**config.mk**
```make
export PLATFORM = sky130hd
export DESIGN_NAME = bfm_divide
export DESIGN_NICKNAME = d
export VERILOG_FILES = /design/src/rtl/assert_macros.svh /design/src/rtl/bfm_pkg.sv /design/src/rtl/bfm_divide.sv
export SDC_FILE = /design/constraint.sdc
export NUM_CORES = 1
export LEC_CHECK = 0
export ABC_AREA = 1
export BUFFER_PORTS_ARGS = -buffer_cell sky130_fd_sc_hd__buf_4
export CAP_MARGIN = 20
export CORE_ASPECT_RATIO = 1.2
export CORE_UTILIZATION = 45
export DETAILED_ROUTE_END_ITERATION = 10
export SETUP_SLACK_MARGIN = 0.2
export SLEW_MARGIN = 15
export SYNTH_ARGS = -nofsm -noshare
export SYNTH_HDL_FRONTEND = slang
export SYNTH_SLANG_ARGS = --single-unit
```
**constraint.sdc**
```tcl
create_clock -name clk_i -period 6.5 [get_ports clk_i]
set_clock_uncertainty 0.1 [all_clocks]
set_input_delay 0.65 -clock clk_i [delete_from_list [all_inputs] [get_ports clk_i]]
set_output_delay 0.65 -clock clk_i [all_outputs]
set_load 0.05 [all_outputs]
```
**src/rtl/assert_macros.svh**
```systemverilog
// assertion macros shared by the box filter rtl
// no dependencies; clocked on clk_i and disabled while rst_ni is low
`ifndef ASSERT_MACROS_SVH
`define ASSERT_MACROS_SVH
`ifndef SYNTHESIS
`define BFM_ASSERT(lbl, prop, msg) \
  lbl: assert property (@(posedge clk_i) disable iff (!rst_ni) (prop)) else $error(msg);
`define BFM_ASSERT_NEVER(lbl, prop, msg) \
  lbl: assert property (@(posedge clk_i) disable iff (!rst_ni) !(prop)) else $error(msg);
`else
`define BFM_ASSERT(lbl, prop, msg)
`define BFM_ASSERT_NEVER(lbl, prop, msg)
`endif
`endif

```
**src/rtl/bfm_pkg.sv**
```systemverilog
// package of the 7x7 box filter: widths, register indexes and shared types
// no dependencies
package bfm_pkg;

  localparam int unsigned MAX_WIDTH     = 512;
  localparam int unsigned MAX_HEIGHT    = 512;
  localparam int unsigned WINDOW_RADIUS = 3;
  localparam int unsigned DIAM          = 2 * WINDOW_RADIUS + 1;
  localparam int unsigned LINES         = 2 * WINDOW_RADIUS;

  localparam int unsigned PIX_W  = 8;
  localparam int unsigned DIM_W  = 10;
  localparam int unsigned POS_W  = 9;
  localparam int unsigned ADDR_W = $clog2(MAX_WIDTH);
  localparam int unsigned SLOT_W = $clog2(LINES);
  localparam int unsigned WORD_W = LINES * PIX_W;
  localparam int unsigned CSUM_W = 11;
  localparam int unsigned WSUM_W = 14;

  // floor(x / 49) = (x * 21400) >> 20 for every window sum
  localparam int unsigned MUL_W     = 15;
  localparam int unsigned DIV_SHIFT = 20;
  localparam logic [MUL_W-1:0] DIV_MUL = MUL_W'(21400);
  localparam int unsigned PROD_W    = WSUM_W + MUL_W;

  localparam int unsigned CFG_IDX_W = 2;
  localparam logic [CFG_IDX_W-1:0] CFG_IMAGE_WIDTH  = CFG_IDX_W'(0);
  localparam logic [CFG_IDX_W-1:0] CFG_IMAGE_HEIGHT = CFG_IDX_W'(1);
  localparam logic [DIM_W-1:0]     DIM_RESET        = DIM_W'(512);

  typedef struct packed {
    logic [ADDR_W-1:0] col;
    logic [SLOT_W-1:0] slot;
    logic [PIX_W-1:0]  pix;
  } bfm_lane_t;

  typedef struct packed {
    logic             present;
    logic             interior;
    logic             first_col;
    logic             frame_last;
    logic [POS_W-1:0] centre_row;
    logic [POS_W-1:0] centre_column;
  } bfm_meta_t;

  typedef struct packed {
    logic [POS_W-1:0] centre_row;
    logic [POS_W-1:0] centre_column;
    logic [PIX_W-1:0] mean_value;
    logic             centre_present;
    logic             frame_last;
  } bfm_res_t;

endpackage

```
**src/rtl/bfm_divide.sv**
```systemverilog
// division of the window sum by 49 through a reciprocal multiply
// depends on bfm_pkg; one register stage after the multiplier
module bfm_divide (
  input  logic                        clk_i,
  input  logic                        adv_i,
  input  logic [bfm_pkg::WSUM_W-1:0]  wsum_i,
  output logic [bfm_pkg::PIX_W-1:0]   mean_o
);
  import bfm_pkg::*;

  logic [PROD_W-1:0] prod_q;

  always_ff @(posedge clk_i) begin
    if (adv_i) begin
      prod_q <= PROD_W'(wsum_i) * PROD_W'(DIV_MUL);
    end
  end

  assign mean_o = prod_q[DIV_SHIFT +: PIX_W];

endmodule

```
# After elaboration in Yosys (flattened, before gate mapping)
# Cells that the tools add are included.
totals:
  register_bits: 25
  in_bits: 16
  output_inout_bits: 8
  elab_cells: 2
classes:
  multipliers: 1
ops:
  columns: ["op", "count"]
  rows:
  - ["multiplier 14 x 12 -> 25 bit, second input constant", 1]

# Longest topological paths before layout
logic_depth:
  ltp_word: 1
  mapped_depth: 19
  ltp_nobuf: 19

# Worst setup path before layout
# OpenSTA, ideal clock, no wires.
synth_timing:
  kind: "input to register"
  start: "in wsum_i[4] (netlist name)"
  end: "reg prod_q[27] (data pin)"
  setup_ns: 0.254
  t_arrival_ns: 4.097
  required_ns: 6.146
  setup_slack_ns: 2.050
  path_stages: 17
  path_buffers: 0
  path_cell_list: "ha_1 -> fa_1 -> inv_1 -> fa_1 -> inv_1 -> fa_1 -> inv_1 -> fa_1 -> inv_1 -> ha_1 -> a21oi_1 -> nand2_1 -> o21bai_1 -> nand2_1 -> nand3_1 -> nand2_1 -> nand2_1"
synth_via:
  elab_chain_cells: 1
synth_rtl:
  columns: ["element", "line_no", "rtl"]
  rows:
  - ["from (decl)", "bfm_divide.sv:6", "input logic [bfm_pkg::WSUM_W-1:0] wsum_i,"]
  - ["multiplier 14 x 12 -> 25 bit", "bfm_divide.sv:15", "prod_q <= PROD_W'(wsum_i) * PROD_W'(DIV_MUL);"]
  - ["to (signal assigned)", "bfm_divide.sv:15", null]
  - ["to (decl)", "bfm_divide.sv:11", "logic [PROD_W-1:0] prod_q;"]
# No other way between the ends.
# A chain may end at the register's enable or synchronous reset.

# Worst setup path after layout
layout_timing:
  start: "in wsum_i[3] (netlist name)"
  end: "reg prod_q[22] (data pin)"
# Same word-level chain as after synthesis.

==> impl_results.md <==
* Die W at 83.8 um
* Die H at 100 um
* H-tree levels at 1
* DIE AREA at 8400 um2
* Fillers at 753
* Setup Buffers After CTS at 0
* Max reg flops at 8
* Synth async-reset ratio at 0
* TritonCTS clock tree: done
* Critical path class: in2reg
* Initial antenna violation count at 0
* Max-slew headroom at 0.802
* Largest reg by FF count: prod_q
* Synth area leaders: ha_1 (30%), fa_1 (27%), inv_1 (12%)
* CP Max Fanout at 5
* Wire per inst at 12.8 um
* Post-Synthesis Cell Area at 3620 um2
* Share of cells above drive strength 1 at 0.0942
* Share of the synthesized area in the top cell type at 0.304
* Post-Route WL at 7170 um
* Synth-to-layout area growth at 9.10%
* Worst setup EP type: register
* Antenna viol nets, final at 0
* Period Utilization, post-route at 0.701
* Hold Startpoint: adv_i
* Tot GR Track Use at 0.189
* CTS Sinks at 8
* Synthesized flop and latch total at 8
* Final Core Density at 0.509
* Wire length of the first global-routing pass at 12,500 um
* Max VDD drop at 0.136 mV
* Vias in the first global route at 2,813
* P_leak at 2.30 nW
* Routed vias at 2,678
* Hold depth at 1
* Most frequent cells after synthesis: inv_1 (120), ha_1 (88), nand2_1 (78), fa_1 (49), nor2_1 (22)
* Post-synth EDFFs at 8
* Mapped Nets at 594
* Port Buffers at 23
* Post-CTS Hold Buffers at 0
* Failing checks: design-rule violations
* Fin. Hold Viols at 0
* Ys flop type: edfxtp_1
* Leading area contributor after synthesis: ha_1
* Initial core utilization at 0.467
* Worst Path Arrival at 4440 ps
* Count leader, synth: inv_1
* Crit path time final at 4560 ps
* Multi-input combinational cell area at 2910 um2
* Slew @ Worst Pin at 294 ps
* Ports at 24
* TritonCTS Buffers at 3
* Gp weighted congestion at 0.888
* Startpoint types: input pin
* Synth warnings at 0
* Core Rows at 35
* Number of diodes at 0
* Pwr dens at 420 nW/um2
* Synthesized area per cell at 8.20 um2
* Sequential share of the synthesized area at 0.0664
* Max Transition Viols Final at 0
* Vias per inst at 4.79
* 1st-pass router iterations at 7
* Clock Tree Buf Depth at 2
* CP required at 6380 ps
* Peak Freq at 219 MHz
* Clk slew on worst S/H paths at 40 ps
* Post-Syn Instances at 441
* DP Wirelength at 6830 um
* Nets at 622
* Root Driver: clkbuf_8
* Worst hold endpoint: prod_q[23]
* Resized cells post-CTS at 0
* Final setup violating endpoints at 0
* Distinct cells, synth at 28
* Residual DRC count at 1
* Storage cell area at 240 um2
* Starting DRC count in detailed routing at 52
* Max cap viols at 0
* HP Class: in2reg
* RSZ-0062 raised after global routing: no
* Grt total ovfl at 0
* Largest net degree at the start of global routing at 9
* Outcome: complete, but fails checks
* Core area at 7750 um2
* Setup TNS at 0 ps
* Top Registers: prod_q (8)
routing by layer:
layer / vias up / wire, um / GRT usage
met5: - / 0 / 0
met4: 0 / 93 / 0.0411
met3: 8 / 66 / 0.0115
met2: 24 / 3830 / 0.387
met1: 1226 / 3180 / 0.211
li1: 1420 / - / -
layout by cell type, fill, tap and decap left out, types with 4 or more instances in the layout:
master    instances
o21ai_0           5
inv_1           120
fa_1             49
buf_4            23
nand4_1           6
ha_1             88
nor2_2            4
nor2_1           22
inv_2             4
nand3_1          12
a21oi_1          19
edfxtp_1          8
nand2_1          78
metrics by stage:
stage | setup WS, ps | power [mW] | cells | cell area (um2) | hold WS, ps
after floorplan | 2050 | 1.27 | 441 | 3620 | 662
after global placement | 1700 | 1.61 | 556 | 3910 | 838
after detailed placement | 1680 | 1.61 | 556 | 3910 | 841
after CTS | 1910 | 1.68 | 559 | 3950 | 608
after global routing | 1630 | 1.91 | 559 | 3950 | 613
final | 1940 | 1.66 | 559 | 3950 | 615
worst max path at each step:
stage	from	end	cells after the start
CTS	wsum_i[3]	prod_q[22]	16
finish	wsum_i[3]	prod_q[22]	16
global placement	wsum_i[4]	prod_q[27]	18
detailed placement	wsum_i[4]	prod_q[27]	20
global route	wsum_i[3]	prod_q[22]	16
floorplan	wsum_i[4]	prod_q[27]	17
where the power goes:
part / leakage, nW / switching [mW] / internal, mW
sequential: 0.0781 / 0.00613 / 0.105
combinational: 2.20 / 0.962 / 0.528
clock: 0.0216 / 0.0184 / 0.0400
cells by family after synthesis:
logic type                 share of synthesized area
DFF                                           0.0664
adders and majority gates                      0.576
buffers and inverters                          0.130
xor gates and xnor gates                     0.00969
and+or+nand+nor                                0.163
AOI/OAI and AO/OA                             0.0557
critical path, cell delays in order:
cell	delay, ps
buf_4	140
ha_1	320
fa_1	490
fa_1	530
fa_1	550
inv_1	50
fa_1	530
inv_1	40
ha_1	310
a21oi_1	200
a21boi_0	270
nor2_1	70
nor2_1	120
nand2_1	70
nand2_1	50
nand2_1	40
area by class of cell:
type,instances,area share
clock buffer,3,0.0105
inverter,125,0.119
multi-input combinational,308,0.737
sequential,8,0.0609
tap,92,0.0292
timing repair buffer,23,0.0438
No activity file was read; power rests on OpenSTA's default activity.
