## src/rtl/assert_macros.svh

```systemverilog
// assertion macros shared by the box filter rtl
// no dependencies; clocked on clk_i and disabled while rst_ni is low
`ifndef ASSERT_MACROS_SVH
`define ASSERT_MACROS_SVH
`ifndef SYNTHESIS
`define BFM_ASSERT(lbl, prop, msg) \
  lbl: assert property (@(posedge clk_i) disable iff (!rst_ni) (prop)) else $error(msg);
`define BFM_ASSERT_NEVER(lbl, prop, msg) \
  lbl: assert property (@(posedge clk_i) disable iff (!rst_ni) !(prop)) else $error(msg);
`else
`define BFM_ASSERT(lbl, prop, msg)
`define BFM_ASSERT_NEVER(lbl, prop, msg)
`endif
`endif

```

## src/rtl/bfm_pkg.sv

```systemverilog
// package of the 7x7 box filter: widths, register indexes and shared types
// no dependencies
package bfm_pkg;

  localparam int unsigned MAX_WIDTH     = 512;
  localparam int unsigned MAX_HEIGHT    = 512;
  localparam int unsigned WINDOW_RADIUS = 3;
  localparam int unsigned DIAM          = 2 * WINDOW_RADIUS + 1;
  localparam int unsigned LINES         = 2 * WINDOW_RADIUS;

  localparam int unsigned PIX_W  = 8;
  localparam int unsigned DIM_W  = 10;
  localparam int unsigned POS_W  = 9;
  localparam int unsigned ADDR_W = $clog2(MAX_WIDTH);
  localparam int unsigned SLOT_W = $clog2(LINES);
  localparam int unsigned WORD_W = LINES * PIX_W;
  localparam int unsigned CSUM_W = 11;
  localparam int unsigned WSUM_W = 14;

  // floor(x / 49) = (x * 21400) >> 20 for every window sum
  localparam int unsigned MUL_W     = 15;
  localparam int unsigned DIV_SHIFT = 20;
  localparam logic [MUL_W-1:0] DIV_MUL = MUL_W'(21400);
  localparam int unsigned PROD_W    = WSUM_W + MUL_W;

  localparam int unsigned CFG_IDX_W = 2;
  localparam logic [CFG_IDX_W-1:0] CFG_IMAGE_WIDTH  = CFG_IDX_W'(0);
  localparam logic [CFG_IDX_W-1:0] CFG_IMAGE_HEIGHT = CFG_IDX_W'(1);
  localparam logic [DIM_W-1:0]     DIM_RESET        = DIM_W'(512);

  typedef struct packed {
    logic [ADDR_W-1:0] col;
    logic [SLOT_W-1:0] slot;
    logic [PIX_W-1:0]  pix;
  } bfm_lane_t;

  typedef struct packed {
    logic             present;
    logic             interior;
    logic             first_col;
    logic             frame_last;
    logic [POS_W-1:0] centre_row;
    logic [POS_W-1:0] centre_column;
  } bfm_meta_t;

  typedef struct packed {
    logic [POS_W-1:0] centre_row;
    logic [POS_W-1:0] centre_column;
    logic [PIX_W-1:0] mean_value;
    logic             centre_present;
    logic             frame_last;
  } bfm_res_t;

endpackage

```

## src/rtl/bfm_window.sv

```systemverilog
// column sums and the sliding seven-column window sum
// depends on bfm_pkg; modifies the line store word read by the top level
module bfm_window (
  input  logic                        clk_i,
  input  logic                        rst_ni,
  input  logic                        adv_i,
  input  logic                        valid_i,
  input  bfm_pkg::bfm_lane_t          lane_i,
  input  logic                        first_col_i,
  input  logic [bfm_pkg::WORD_W-1:0]  rd_word_i,
  output logic                        wr_en_o,
  output logic [bfm_pkg::ADDR_W-1:0]  wr_addr_o,
  output logic [bfm_pkg::WORD_W-1:0]  wr_word_o,
  output logic [bfm_pkg::WSUM_W-1:0]  wsum_o
);
  import bfm_pkg::*;

  logic              fwd_valid_q;
  logic [ADDR_W-1:0] fwd_addr_q;
  logic [WORD_W-1:0] fwd_word_q;
  logic [WORD_W-1:0] word, new_word;
  logic [CSUM_W-1:0] colsum, csum_q;
  logic              s2_valid_q, s2_first_q;
  logic [CSUM_W-1:0] cw_q [DIAM];
  logic [WSUM_W-1:0] wsum_q;

  // the previous word's write lands on the same edge as this word's read
  always_comb begin
    word     = (fwd_valid_q && fwd_addr_q == lane_i.col) ? fwd_word_q : rd_word_i;
    colsum   = CSUM_W'(lane_i.pix);
    new_word = word;
    for (int k = 0; k < LINES; k++) begin
      colsum = colsum + CSUM_W'(word[k*PIX_W +: PIX_W]);
      if (lane_i.slot == SLOT_W'(k)) begin
        new_word[k*PIX_W +: PIX_W] = lane_i.pix;
      end
    end
  end

  assign wr_en_o   = adv_i && valid_i;
  assign wr_addr_o = lane_i.col;
  assign wr_word_o = new_word;
  assign wsum_o    = wsum_q;

  always_ff @(posedge clk_i or negedge rst_ni) begin
    if (!rst_ni) begin
      fwd_valid_q <= 1'b0;
      s2_valid_q  <= 1'b0;
    end else if (adv_i) begin
      fwd_valid_q <= valid_i;
      s2_valid_q  <= valid_i;
    end
  end

  always_ff @(posedge clk_i) begin
    if (adv_i) begin
      fwd_addr_q <= lane_i.col;
      fwd_word_q <= new_word;
      csum_q     <= colsum;
      s2_first_q <= first_col_i;
    end
  end

  // window cleared at the start of each row
  always_ff @(posedge clk_i or negedge rst_ni) begin
    if (!rst_ni) begin
      for (int k = 0; k < DIAM; k++) begin
        cw_q[k] <= '0;
      end
      wsum_q <= '0;
    end else if (adv_i && s2_valid_q) begin
      if (s2_first_q) begin
        for (int k = 1; k < DIAM; k++) begin
          cw_q[k] <= '0;
        end
        wsum_q <= WSUM_W'(csum_q);
      end else begin
        for (int k = 1; k < DIAM; k++) begin
          cw_q[k] <= cw_q[k-1];
        end
        wsum_q <= wsum_q - WSUM_W'(cw_q[DIAM-1]) + WSUM_W'(csum_q);
      end
      cw_q[0] <= csum_q;
    end
  end

endmodule

```

## config.mk

```make
export PLATFORM = sky130hd
export DESIGN_NAME = bfm_window
export DESIGN_NICKNAME = d
export VERILOG_FILES = /design/src/rtl/assert_macros.svh /design/src/rtl/bfm_pkg.sv /design/src/rtl/bfm_window.sv
export SDC_FILE = /design/constraint.sdc
export NUM_CORES = 1
export LEC_CHECK = 0
export BUFFER_PORTS_ARGS = -buffer_cell sky130_fd_sc_hd__buf_2
export CORE_MARGIN = 5
export CORE_UTILIZATION = 35
export CTS_CLUSTER_DIAMETER = 30
export DETAILED_ROUTE_END_ITERATION = 8
export PLACE_DENSITY = 0.52
export RECOVER_POWER = 100
export SLEW_MARGIN = 20
export SYNTH_ARGS = -nofsm -noshare
export SYNTH_HDL_FRONTEND = slang
export SYNTH_SLANG_ARGS = --single-unit
```

## constraint.sdc

```tcl
create_clock -name clk_i -period 5.2 [get_ports clk_i]
set_input_delay 0 -clock clk_i [delete_from_list [all_inputs] [get_ports clk_i]]
set_output_delay 0 -clock clk_i [all_outputs]
set_load 0.05 [all_outputs]
```

* Word-level counts from Yosys, hierarchy flattened
Cells that the tools add are included.
Word-level totals: bits in read-only memories 0, bits of input ports 73, RAM bits 0, latch bits 0, bits in registers 161, output and inout port bits 72, logic and storage cells 40, memories 0
Cells by class: reduce and logical (&&, ||, !) cells 4, equality and inequality tests 6, order comparisons 0, bitwise logic cells 0, multiply operators 0, add/sub/neg operators 8, mux-type cells 9, shifts and indexed selects 0, divide/modulo/power cells 0
Operators with widths (count):
- $mux W66 | 1
- $mux W48 | 1
- $mux W8 | 6
- $add A11 B8 Y11 | 3
- $add A14 B11 Y14 | 1
- $mux W14 | 1
- $sub A14 B11 Y14 | 1
- $add A10 B8 Y11 | 1
- $add A9 B8 Y10 | 1
- $add A8 B8 Y9 | 1
- $eq A9 B9 Y1 | 1
- $eq A3 B2 Y1 const B | 2
- $eq A3 B3 Y1 const B | 2
- $eq A3 B1 Y1 const B | 1
- $logic_and A1 B1 Y1 | 3
- $logic_not A3 Y1 | 1

* Depth between registers and ports, before layout
depth after elaboration 9, mapped depth 23, mapped depth without buffers 21

* Worst setup path after synthesis
Ideal clock, no wire load.
path type register to register, start point reg fwd_addr_q[0], end point reg csum_q[9], data pin, data arrival time 4655 ps, period minus slack after synthesis 4921 ps, data required time 4935 ps, slack 279 ps, library setup time 265 ps, stages on the path, launching flop included 22, cells stage by stage edfxtp_1 xnor2_1 nand4_1 nor3_2 buf_2 mux2_2 fa_1 inv_1 fa_1 fa_1 inv_1 ha_1 ha_1 inv_1 fa_1 inv_1 a21oi_1 o21bai_1 a21o_1 a21oi_1 o21ai_0 xor2_1
Between the ends: word-level cells in the longest chain between the ends 9
Ends and longest elaborated chain:
- from (decl) | line bfm_window.sv:19 | logic [ADDR_W-1:0] fwd_addr_q;
- from (signal assigned) | line bfm_window.sv:57 | fwd_addr_q <= lane_i.col;
- $eq A9 B9 Y1 (*) | line bfm_window.sv:29 | word = (fwd_valid_q && fwd_addr_q == lane_i.col) ? fwd_word_q : rd_word_i;
- $logic_and A1 B1 Y1 (*) | line bfm_window.sv:29
- $mux W48 (*) | line bfm_window.sv:29
- $add A8 B8 Y9 | line bfm_window.sv:33 | colsum = colsum + CSUM_W'(word[k*PIX_W +: PIX_W]);
- $add A9 B8 Y10 | line bfm_window.sv:33
- $add A10 B8 Y11 | line bfm_window.sv:33
- $add A11 B8 Y11 (2 in series) | line bfm_window.sv:33
- $add A11 B8 Y11 (*) | line bfm_window.sv:33
- via colsum[9] | line bfm_window.sv:22 | logic [CSUM_W-1:0] colsum, csum_q;
- to (signal assigned) | line bfm_window.sv:59 | csum_q <= colsum;
- to (decl) | line bfm_window.sv:22
The timed path passes the listed nets; every way through them passes the cells marked *. A chain may end at the register's enable or synchronous reset.

* Final worst setup path
start point reg fwd_addr_q[8], end point reg csum_q[7], data pin
The elaborated chain is that of the path after synthesis.

==> out/results.tsv <==
metric	value	unit
grt_overflow_total	0	
ys_types	44	
cts_max_level	4	
violations	capacitance limit, slew limit	
synthArstFlopShare	57.1	%
core_area	0.0259	sq mm
maxCapViolations	1	
cp_slowest_stage_delay	0.57	ns
routedWlPerCell	14.8	um
avgSynthCellArea	10.7	sq um
cts_buffers	17	
worst_slack	0.166	ns
layout-drive-gt1-share	27.4	%
period_share	96.8	%
syn-instance-count	858	
synth_top_family_by_area	adder cells	
worstHoldPathType	input pin to flop	
p_per_area	512	mW/mm^2
ant_nets	0	
synth-edff-count	69	
worstReg2RegStart	fwd_addr_q[8]$_DFFE_PP_	
yosys-top-cells-area	dfrtp_1 (25%), edfxtp_1 (23%), fa_1 (11%)	
slowest_stage	fa_1	
critPathLaunchType	flop	
crit_type	flop to flop	
ios	145	
min_path_cells	2	
clkTransAtPathRegs	0.06	ns
worstRegToRegCells	19	
r2r_slack	0.17	ns
start_util	35.4	%
synth-seq-area-share	47.7	%
yosys.area_share.simple	10.1	%
yosys_warnings	0	
crit_path_end_kind	flop	
synth_top_cell_by_area	dfrtp_1	
synth.area.mux_share	10.4	%
insertion_delay	0.43	ns
netlist_area	0.00917	sq mm
clkSinkCount	161	
maxSlewViolCount	35	
antenna-diode-count	0	
grt_util_all_layers	14.2	%
die_w	172	um
drc	0	
synthFlopType	dfrtp_1	
seqCellArea	0.00437	sq mm
holdWs	0.0167	ns
die_area	0.0295	sq mm
arrival	5.21	ns
vias_per_cell	4.58	
synth_compound_area_share	8.90	%
fill_cells	2458	
rows	59	
cp_common_cell	fa_1	
worstSetupEndpoint	csum_q[7]$_DFFE_PP_	
tightestPinTransition	1.94	ns
grt_max_degree	118	
clock-skew-final	0.0182	ns
fin_crit	5.03	ns
clock_path_buffers	2	
peakVddDrop	0.229	mV
synth_xor_area_share	2.20	%
dp_slack	0.0673	ns
slew_headroom	-29.3	%
multi_input_area	0.00436	sq mm
path_max_fanout	4	
antenna_found_initial	1	
gp_congestion	0.768	
first_global_vias	6490	
outcome	finished, violations left	
die_y	172	um
dr.pass1.iters	5	
routed_wl	20.2	mm
power	5.76	mW
ys_seq_elements	161	
hold_violations	0	
rsz0062_at_grt	true	
synthAdderAreaFrac	14.4	%
grt_pass1_wl	33.2	mm
cts_tree	built	
syn_to_final_growth	22.8	%
cp_cell_sequence	xnor2_1 -> nand4_1 -> nor3_4 -> buf_6 -> clkbuf_16 -> mux2_4 -> fa_1 -> fa_1 -> fa_1 -> fa_1 -> inv_1 -> fa_2 -> inv_2 -> a21oi_1 -> o21bai_1 -> a21o_1 -> a21oi_2 -> buf_4 -> xnor2_1	
power_leakage	4.93	nW
synth_top_area_share	25.1	%
vias	6255	
root_buffer	clkbuf_16	
r2r_end	csum_q[7]$_DFFE_PP_	
hpwl	14.3	mm
drt_iter0_drc	181	
clock.fmax	0.199	GHz
setup_violations	0	
fin_nets	1166	
port_buffers	144	
crit_start	fwd_addr_q[8]$_DFFE_PP_	
syn-num-nets	1007	
required	5.37	ns
per-layer routing:
metal  part of all wire (%)  track usage (%)  vias up
met5                  0.065                0        -
met4                    1.0             3.49        2
met3                    4.8             3.70       14
met2                     45             22.6      124
met1                     49             19.5     2942
li1                       -                -     3173
metrics by stage:
stage               utilization, %  TNS, ns  cell area, sq um  std cells
finish                        43.4        0             11300       1365
global route                  43.4   -0.362             11300       1365
CTS                           42.2        0             10900       1349
detailed placement            39.4        0             10200       1302
global placement              39.4        0             10200       1302
floorplan                        -        0              9170        858
timing repair:
action / in CTS / in global routing
hold buffers: 15 / 0
endpoints found under the setup margin: 0 / 4
resized for setup: 0 / 42
setup buffers: 0 / 14
endpoints found under the hold margin: 64 / 0
cell usage after synthesis (3+ instances only):
cell and count:
a31oi_1 4, nand2_1 162, inv_1 90, a21o_1 4, nand4_1 3, nor2b_1 4
buf_1 8, xor2_1 5, a21oi_1 38, and3_1 3, xnor2_1 18, mux2i_1 20
edfxtp_1 69, clkbuf_1 26, o21bai_1 4, dfrtp_1 92, nor2_1 26, a211oi_1 3
fa_1 49, and2_1 3, o21ai_0 85, buf_4 10, ha_1 27, nand3_1 5
nor3_1 7, mux2_2 67
layout by cell type, fill, tap and decap left out, drive strengths merged, types with 2 or more instances in the layout:
cell and n:
a211oi 3, a21o 4, a21oi 38, a311o 2, a31oi 4, and2 3
and3 3, buf 156, bufinv 2, clkbuf 35, clkinv 4, dfrtp 92
dlygate4sd3 15, edfxtp 69, fa 49, ha 27, inv 97, mux2 67
mux2i 20, nand2 162, nand3 5, nand3b 2, nand4 3, nor2 26
nor2b 4, nor3 8, nor4 2, o21a 2, o21ai 87, o21bai 4
o31ai 2, or3b 2, xnor2 18, xor2 5
registers in the layout, summed over array words and instances, names as in the netlist:
name and cells:
cw_q 77, fwd_word_q 48, wsum_o 14, csum_q 11, fwd_addr_q 9, s2_first_q 1, s2_valid_q 1
critical path, delay by kind of cell (launching register included):
kind / cells / cell delay [ns]
AOI/OAI and AO/OA: 4 / 0.47
xor gates and xnor gates: 2 / 0.27
adders and majority gates: 5 / 2.40
buffers and inverters: 5 / 0.54
DFF: 1 / 0.37
muxes: 1 / 0.31
and+or+nand+nor: 2 / 0.42
where the power goes:
group,internal (mW),switching [mW]
Combinational,1.13,1.62
Sequential,1.62,0.128
Clock,0.717,0.535
worst min path at each step:
stage | startpoint | endpoint | slack [ns]
3_5_place_dp | rst_ni | cw_q[12]$_DFFE_PN0P_ | -0.01
6_report | lane_i[4] | fwd_word_q[20]$_DFFE_PP_ | 0.02
2_1_floorplan | rst_ni | cw_q[0]$_DFFE_PN0P_ | -0.30
4_1_cts | lane_i[4] | fwd_word_q[20]$_DFFE_PP_ | 0.004
5_1_grt | rd_word_i[31] | fwd_word_q[31]$_DFFE_PP_ | 0.01
3_3_place_gp | rst_ni | cw_q[23]$_DFFE_PN0P_ | -0.01
area by class of cell:
class,instances,area share [%]
tap,335,3.72
clock buffer,18,3.82
multi-input combinational,559,38.7
clock inverter,14,1.36
timing repair buffer,188,10.5
inverter,90,3.00
sequential,161,38.9
logic make-up after synthesis:
family,after synthesis
buffers and inverters,138
adder cells (fa/ha/maj),76
multiplexers,87
XOR/XNOR,23
AND/OR/NAND/NOR,223
AO/OA/AOI/OAI,150
flip-flops,161
Power figures use the tool's default switching activity.
