<file path="config.mk">
export PLATFORM = sky130hd
export DESIGN_NAME = bfm_position
export DESIGN_NICKNAME = d
export VERILOG_FILES = /design/src/rtl/assert_macros.svh /design/src/rtl/bfm_pkg.sv /design/src/rtl/bfm_position.sv
export SDC_FILE = /design/constraint.sdc
export NUM_CORES = 1
export LEC_CHECK = 0
export BUFFER_PORTS_ARGS = -buffer_cell sky130_fd_sc_hd__buf_2
export CORE_MARGIN = 1
export CORE_UTILIZATION = 50
export DETAILED_ROUTE_END_ITERATION = 7
export PLACE_DENSITY = 0.77
export SLEW_MARGIN = 40
export SYNTH_ARGS = -nofsm -noshare
export SYNTH_HDL_FRONTEND = slang
export SYNTH_SLANG_ARGS = --single-unit
</file>
<file path="constraint.sdc">
create_clock -name clk_i -period 8.2 [get_ports clk_i]
set_input_delay 1.64 -clock clk_i [delete_from_list [all_inputs] [get_ports clk_i]]
set_output_delay 1.64 -clock clk_i [all_outputs]
set_load 0.005 [all_outputs]
</file>
<file path="src/rtl/assert_macros.svh">
// assertion macros shared by the box filter rtl
// no dependencies; clocked on clk_i and disabled while rst_ni is low
`ifndef ASSERT_MACROS_SVH
`define ASSERT_MACROS_SVH
`ifndef SYNTHESIS
`define BFM_ASSERT(lbl, prop, msg) \
  lbl: assert property (@(posedge clk_i) disable iff (!rst_ni) (prop)) else $error(msg);
`define BFM_ASSERT_NEVER(lbl, prop, msg) \
  lbl: assert property (@(posedge clk_i) disable iff (!rst_ni) !(prop)) else $error(msg);
`else
`define BFM_ASSERT(lbl, prop, msg)
`define BFM_ASSERT_NEVER(lbl, prop, msg)
`endif
`endif

</file>
<file path="src/rtl/bfm_pkg.sv">
// package of the 7x7 box filter: widths, register indexes and shared types
// no dependencies
package bfm_pkg;

  localparam int unsigned MAX_WIDTH     = 512;
  localparam int unsigned MAX_HEIGHT    = 512;
  localparam int unsigned WINDOW_RADIUS = 3;
  localparam int unsigned DIAM          = 2 * WINDOW_RADIUS + 1;
  localparam int unsigned LINES         = 2 * WINDOW_RADIUS;

  localparam int unsigned PIX_W  = 8;
  localparam int unsigned DIM_W  = 10;
  localparam int unsigned POS_W  = 9;
  localparam int unsigned ADDR_W = $clog2(MAX_WIDTH);
  localparam int unsigned SLOT_W = $clog2(LINES);
  localparam int unsigned WORD_W = LINES * PIX_W;
  localparam int unsigned CSUM_W = 11;
  localparam int unsigned WSUM_W = 14;

  // floor(x / 49) = (x * 21400) >> 20 for every window sum
  localparam int unsigned MUL_W     = 15;
  localparam int unsigned DIV_SHIFT = 20;
  localparam logic [MUL_W-1:0] DIV_MUL = MUL_W'(21400);
  localparam int unsigned PROD_W    = WSUM_W + MUL_W;

  localparam int unsigned CFG_IDX_W = 2;
  localparam logic [CFG_IDX_W-1:0] CFG_IMAGE_WIDTH  = CFG_IDX_W'(0);
  localparam logic [CFG_IDX_W-1:0] CFG_IMAGE_HEIGHT = CFG_IDX_W'(1);
  localparam logic [DIM_W-1:0]     DIM_RESET        = DIM_W'(512);

  typedef struct packed {
    logic [ADDR_W-1:0] col;
    logic [SLOT_W-1:0] slot;
    logic [PIX_W-1:0]  pix;
  } bfm_lane_t;

  typedef struct packed {
    logic             present;
    logic             interior;
    logic             first_col;
    logic             frame_last;
    logic [POS_W-1:0] centre_row;
    logic [POS_W-1:0] centre_column;
  } bfm_meta_t;

  typedef struct packed {
    logic [POS_W-1:0] centre_row;
    logic [POS_W-1:0] centre_column;
    logic [PIX_W-1:0] mean_value;
    logic             centre_present;
    logic             frame_last;
  } bfm_res_t;

endpackage

</file>
<file path="src/rtl/bfm_position.sv">
// raster position tracking: row, column and line slot of the incoming pixel
// depends on bfm_pkg; gives the memory lane and the result tags per word
module bfm_position (
  input  logic                       clk_i,
  input  logic                       rst_ni,
  input  logic                       accept_i,
  input  logic                       frame_start_i,
  input  logic [bfm_pkg::PIX_W-1:0]  pixel_value_i,
  input  logic [bfm_pkg::DIM_W-1:0]  width_i,
  input  logic [bfm_pkg::DIM_W-1:0]  height_i,
  output bfm_pkg::bfm_lane_t         lane_o,
  output bfm_pkg::bfm_meta_t         meta_o
);
  import bfm_pkg::*;

  function automatic logic [DIM_W-1:0] clamp_dim(input logic [DIM_W-1:0] v,
                                                 input logic [DIM_W-1:0] hi);
    if (v < DIM_W'(DIAM)) begin
      return DIM_W'(DIAM);
    end else if (v > hi) begin
      return hi;
    end
    return v;
  endfunction

  logic [POS_W-1:0]  row_q;
  logic [DIM_W-1:0]  col_q;
  logic [SLOT_W-1:0] slot_q;
  logic [DIM_W-1:0]  w, h, row0, col0, row1, col1, row_c, col_c;
  logic [SLOT_W-1:0] slot0, slot1;
  logic              present;

  always_comb begin
    w     = clamp_dim(width_i, DIM_W'(MAX_WIDTH));
    h     = clamp_dim(height_i, DIM_W'(MAX_HEIGHT));
    row0  = frame_start_i ? '0 : {1'b0, row_q};
    col0  = frame_start_i ? '0 : col_q;
    slot0 = frame_start_i ? '0 : slot_q;
    row1  = row0;
    col1  = col0;
    slot1 = slot0;
    if (col0 >= w) begin
      col1  = '0;
      row1  = row0 + DIM_W'(1);
      slot1 = (slot0 == SLOT_W'(LINES - 1)) ? '0 : slot0 + SLOT_W'(1);
    end
    if (row1 >= h) begin
      row1  = '0;
      slot1 = '0;
    end
    row_c   = row1 - DIM_W'(WINDOW_RADIUS);
    col_c   = col1 - DIM_W'(WINDOW_RADIUS);
    present = (row1 >= DIM_W'(WINDOW_RADIUS)) && (col1 >= DIM_W'(WINDOW_RADIUS));

    lane_o.col  = col1[ADDR_W-1:0];
    lane_o.slot = slot1;
    lane_o.pix  = pixel_value_i;

    meta_o.present       = present;
    meta_o.interior      = (row1 >= DIM_W'(LINES)) && (col1 >= DIM_W'(LINES));
    meta_o.first_col     = (col1 == '0);
    meta_o.frame_last    = (row1 == h - DIM_W'(1)) && (col1 == w - DIM_W'(1));
    meta_o.centre_row    = present ? row_c[POS_W-1:0] : '0;
    meta_o.centre_column = present ? col_c[POS_W-1:0] : '0;
  end

  always_ff @(posedge clk_i or negedge rst_ni) begin
    if (!rst_ni) begin
      row_q  <= '0;
      col_q  <= '0;
      slot_q <= '0;
    end else if (accept_i) begin
      row_q  <= row1[POS_W-1:0];
      col_q  <= col1 + DIM_W'(1);
      slot_q <= slot1;
    end
  end

endmodule

</file>
# == After elaboration in Yosys (flattened, before gate mapping) ==
# Index checks and enable logic that the tools add are counted.
# word_totals
reg_bits,22
latch_bits,0
ram_bits,0
romBits,0
in_bits,32
out_inout_bits,42
mem_count,0
# op_classes
addsub,7
mul,0
div_mod_pow,0
order_cmp,10
eq_ne,3
n_shift,0
n_mux,21
bitwise_logic,0
n_reduce_logical,4
# op_table
op,n
two-way mux 10 bit,10
two-way mux 9 bit,3
equality test 10 bit,2
greater-or-equal comparator 10 bit,2
"greater-or-equal comparator 10 x 2 -> 1 bit, second input constant",2
"greater-or-equal comparator 10 x 3 -> 1 bit, second input constant",2
"> comparator 10 bit, second input constant",2
"< comparator 10 x 3 -> 1 bit, second input constant",2
"subtractor 10 x 1 -> 10 bit, second input constant",2
"subtractor 9 x 2 -> 9 bit, second input constant",2
two-way mux 3 bit,4
"adder 10 x 1 -> 10 bit, second input constant",1
"adder 9 x 1 -> 10 bit, second input constant",1
zero test 10 bit,1
two-way mux 1 bit,4
"adder 3 x 1 -> 3 bit, second input constant",1
"equality test 3 bit, second input constant",1
logical AND 1 bit,3

# == Logic depth before layout (Yosys ltp) ==
# depth
depth_word,11
depth_mapped,27
ltp_nobuf,23

# == Worst setup path after synthesis ==
# OpenSTA, ideal clock, no wires.
# synth_timing
path_type,in2out
startpoint,input width_i[3] (netlist bit)
endpoint,output meta_o[21] (netlist bit)
arrival_ns,6.455
required_ns,6.560
path_slack_ns,0.105
path_stages,25
path_buffers,5
path_cell_list,or4_4 -> nor3_4 -> nor2_1 -> nor2_1 -> inv_1 -> ha_1 -> a41oi_1 -> o31a_2 -> buf_6 -> a2111oi_4 -> xor2_1 -> ha_1 -> a2111oi_4 -> o21ai_1 -> o21ai_2 -> buf_4 -> nor2_2 -> nor3_4 -> ha_1 -> nor3_4 -> a41o_1 -> buf_6 -> buf_8 -> inv_1 -> buf_4
# synth_between
elab_chain_len,10
elab_cells_between_ends,14
# synth_rtl
item,line,rtl
"start, declared",bfm_position.sv:9,"input logic [bfm_pkg::DIM_W-1:0] width_i,"
> comparator 10 bit,bfm_position.sv:20,end else if (v > hi) begin
two-way mux 1 bit,bfm_position.sv:20,
two-way mux 1 bit,bfm_position.sv:18,if (v < DIM_W'(DIAM)) begin
two-way mux 10 bit (*),bfm_position.sv:23,return v;
greater-or-equal comparator 10 bit (*),bfm_position.sv:42,if (col0 >= w) begin
two-way mux 10 bit (*),bfm_position.sv:42,
greater-or-equal comparator 10 bit,bfm_position.sv:47,if (row1 >= h) begin
two-way mux 10 bit (*),bfm_position.sv:47,
named net row1[0],bfm_position.sv:29,"logic [DIM_W-1:0] w, h, row0, col0, row1, col1, row_c, col_c;"
greater-or-equal comparator 10 x 2 -> 1 bit (*),bfm_position.sv:53,present = (row1 >= DIM_W'(WINDOW_RADIUS)) && (col1 >= DIM_W'(WINDOW_RADIUS));
logical AND 1 bit (*),bfm_position.sv:53,
"end, declared",bfm_position.sv:12,output bfm_pkg::bfm_meta_t meta_o
# The timed path passes the listed nets; every way through them passes the cells marked *.

==> out/metrics.cfg <==
[status]
status=finished, violations left
violations=negative setup slack

[detailed_routing]
drt_wl_total_um=12000
num_vias=4103
avgViaCountPerCell=6.23
drc_errors=0
wire_per_inst_um=18.2
dr.pass1.iters=5
antenna_left=0
drtIter0Drc=277

[synthesis]
synth_edf_count=0
synth_nets=533
syn_avg_cell_area_um2=7.77
netlist_top_cells_area=dfrtp_1 15%, ha_1 9.5%, nor2_1 5.3%, xnor2_1 5.0%, mux2_2 4.3%
ys_types=77
netlist.area_leader.share=0.150
synth_top_area_cell=dfrtp_1
yosysWarnings=0
synth_most_common_cell=nor2_1
mappedNetlistArea_mm2=0.00367
synth_common_cells=52 x nor2_1, 35 x nand2_1, 29 x o21ai_0
yosysSeqAreaShare=0.150
ys.flop_type=dfrtp_1
syn_inst=473
synth-seq-cells=22
synthArstFlopShare=1.00

[cells_and_area]
fin_nets=624
num_antenna_cells=0
layout-drive-gt1-share=0.355
final_core_util=0.670
instances_no_fill=659
fillers=567
areaGrowthSynthToFinish_pct=26.6
final_area_mm2=0.00465

[die]
fp-row-count=30
fp.dieH_um=87.7
num_io_pins=74
core_region_area_mm2=0.00694
die_area_mm2=0.00770
start_util=0.529
die_width_um=87.7

[critical_path]
path_max_fanout=7
critPathCaptureType=output port
cpPeakStageDelay_ns=0.56
crit_path_end=meta_o[18]
crit_slowest_cell=or4_4
crit_chain=buf_2 > or4_4 > nor3_4 > nor2_2 > nor2_1 > inv_1 > ha_1 > a41oi_2 > o31a_4 > buf_8 > a2111oi_4 > xor2_1 > ha_2 > a2111oi_4 > o21ai_1 > o21ai_2 > buf_6 > o21ai_1 > mux2i_2 > buf_4 > xnor2_1 > a2111o_1 > nor4_2 > buf_2
regToRegSetupSlack_ns=3.91
r2r-end=row_q[4]$_DFFE_PN0P_
setup.worst_path.start=width_i[4]
critPathKind=input pin to output port
worstPathRequired_ns=6.56
arrival_ns=6.60
cp-start-kind=input pin
r2r-start=col_q[5]$_DFFE_PN0P_
rr_worst_depth=18

[sta]
timing.hold.ws_ns=0.534
hold_violations=0
tns_ns=-0.0436
min_period_over_period=1.01
post-route-min-period_ns=8.24
slew_headroom=0.543
worst_pin_slew_ns=0.668
fin_skew_ns=0.00958
fmax_mhz=121
rsz0062_at_grt=true
slew_violations=0
layout_setup_ws_ns=-0.0428
setup_viol=2

[power_and_ir_drop]
clkPwrFrac=0.202
p_comb_frac=0.536
finalPower_mw=0.509
p_leak_nw=2.21
powerDensity_mw_per_mm2=109
pwr-share-seq=0.262
p_sw_mw=0.210
swShare=0.414
ir_worst_vdd_mv=0.100
p_int_mw=0.298

[clock_network]
clkLatencyLatePin_ns=0.27
cts_max_level=1
numCtsBuffers=3
cts.path.max_buffers=2
cts_root_buffer=clkbuf_8
cts.clk_slew.worst_paths_ns=0.08
cts_tree=yes
clock-sinks=22

[placement]
dp_cells=642
placed_area_mm2=0.00423
place_worst_setup_slack_ns=-0.196
gp_congestion=0.965
numPortBuffers=57
post-dp-hpwl_um=8820

[grt]
overflow=0
grt_max_degree=25
track_usage=0.300
grt_pass1_vias=3696
antenna_found_initial=0
grt_pass1_wl_um=18400

[hold_path]
hold_class=flop to flop
min_from=row_q[8]$_DFFE_PN0P_

[flow_run]
cap_violations=0

-- per-layer routing --
metal,track usage,vias up,share of wire
met1,0.440,1926,0.45
met4,0.0641,0,0.025
li1,-,1897,-
met3,0.0189,33,0.080
met2,0.484,247,0.44
met5,0,-,0
-- cell type report --
| class | count | area (µm²) | share of cell area |
|---|---|---|---|
| clock buffers | 3 | 41.3 | 0.00888 |
| flip-flops and latches | 22 | 551 | 0.118 |
| repair buffers | 115 | 768 | 0.165 |
| clock inverters | 1 | 30.0 | 0.00646 |
| multi-input cells | 395 | 3040 | 0.653 |
| well taps | 96 | 120 | 0.0258 |
| inverters | 27 | 101 | 0.0218 |
-- registers in the layout (all words and copies together) (netlist names) --
| name | count |
|---|---|
| col_q | 10 |
| row_q | 9 |
| slot_q | 3 |
-- power groups by stage --
| stage | registers, mW | logic, mW | clock network, mW |
|---|---|---|---|
| 6_report | 0.133 | 0.273 | 0.103 |
| 5_1_grt | 0.135 | 0.294 | 0.108 |
| 2_1_floorplan | 0.130 | 0.159 | 0 |
| 4_1_cts | 0.132 | 0.237 | 0.104 |
| 3_3_place_gp | 0.134 | 0.227 | 0 |
| 3_5_place_dp | 0.134 | 0.232 | 0 |
-- worst max-delay path: cells and delay by family --
kind | cells | cell delay, ns
buf+inv | 6 | 0.80
xor+xnor | 2 | 0.20
simple gates | 5 | 1.20
fa+ha+maj | 2 | 0.50
compound gates | 8 | 2.03
mux | 1 | 0.23
-- cells in the final DEF, fill, tap and decap left out, types with 9 or more instances in the layout --
master	Yosys	layout
nor2_2	3	11
buf_4	13	51
nand3_1	16	16
nand2b_1	15	15
mux2_2	14	14
xnor2_1	21	19
xor2_1	13	13
buf_2	4	57
nor3_1	11	11
ha_1	28	23
dfrtp_1	22	22
o21ai_0	29	24
nand2_1	35	35
a21oi_2	2	9
a21oi_1	26	19
nor2_1	52	38
inv_1	26	26
nor2b_1	9	9
-- logic make-up (layout without fill, tap and decap cells) --
group / Yosys count / count (layout) / synth area share
muxes: 25 / 25 / 0.0759
buffers and inverters: 56 / 146 / 0.0790
xor gates and xnor gates: 34 / 34 / 0.0810
AOI/OAI and AO/OA: 126 / 126 / 0.248
and+or+nand+nor: 182 / 182 / 0.271
adders and majority gates: 28 / 28 / 0.0953
DFF: 22 / 22 / 0.150
-- how the worst min path moves through the flow --
stage                           endpoint  slack, ns  depth (start not counted)
global route        row_q[8]$_DFFE_PN0P_       0.56                          1
finish              row_q[8]$_DFFE_PN0P_       0.53                          1
detailed placement  col_q[2]$_DFFE_PN0P_       0.52                          2
floorplan           col_q[2]$_DFFE_PN0P_       0.48                          2
global placement    col_q[2]$_DFFE_PN0P_       0.49                          2
CTS                 col_q[4]$_DFFE_PN0P_       0.54                          1
-- repair_timing --
action / 4_1_cts / 5_1_grt
hold buffers: 0 / 0
buffers inserted: 4 / 8
setup endpoints to repair: 21 / 21
pin swaps: 2 / 19
resized for setup: 3 / 57
cloned: 0 / 1
Power figures use the tool's default switching activity.
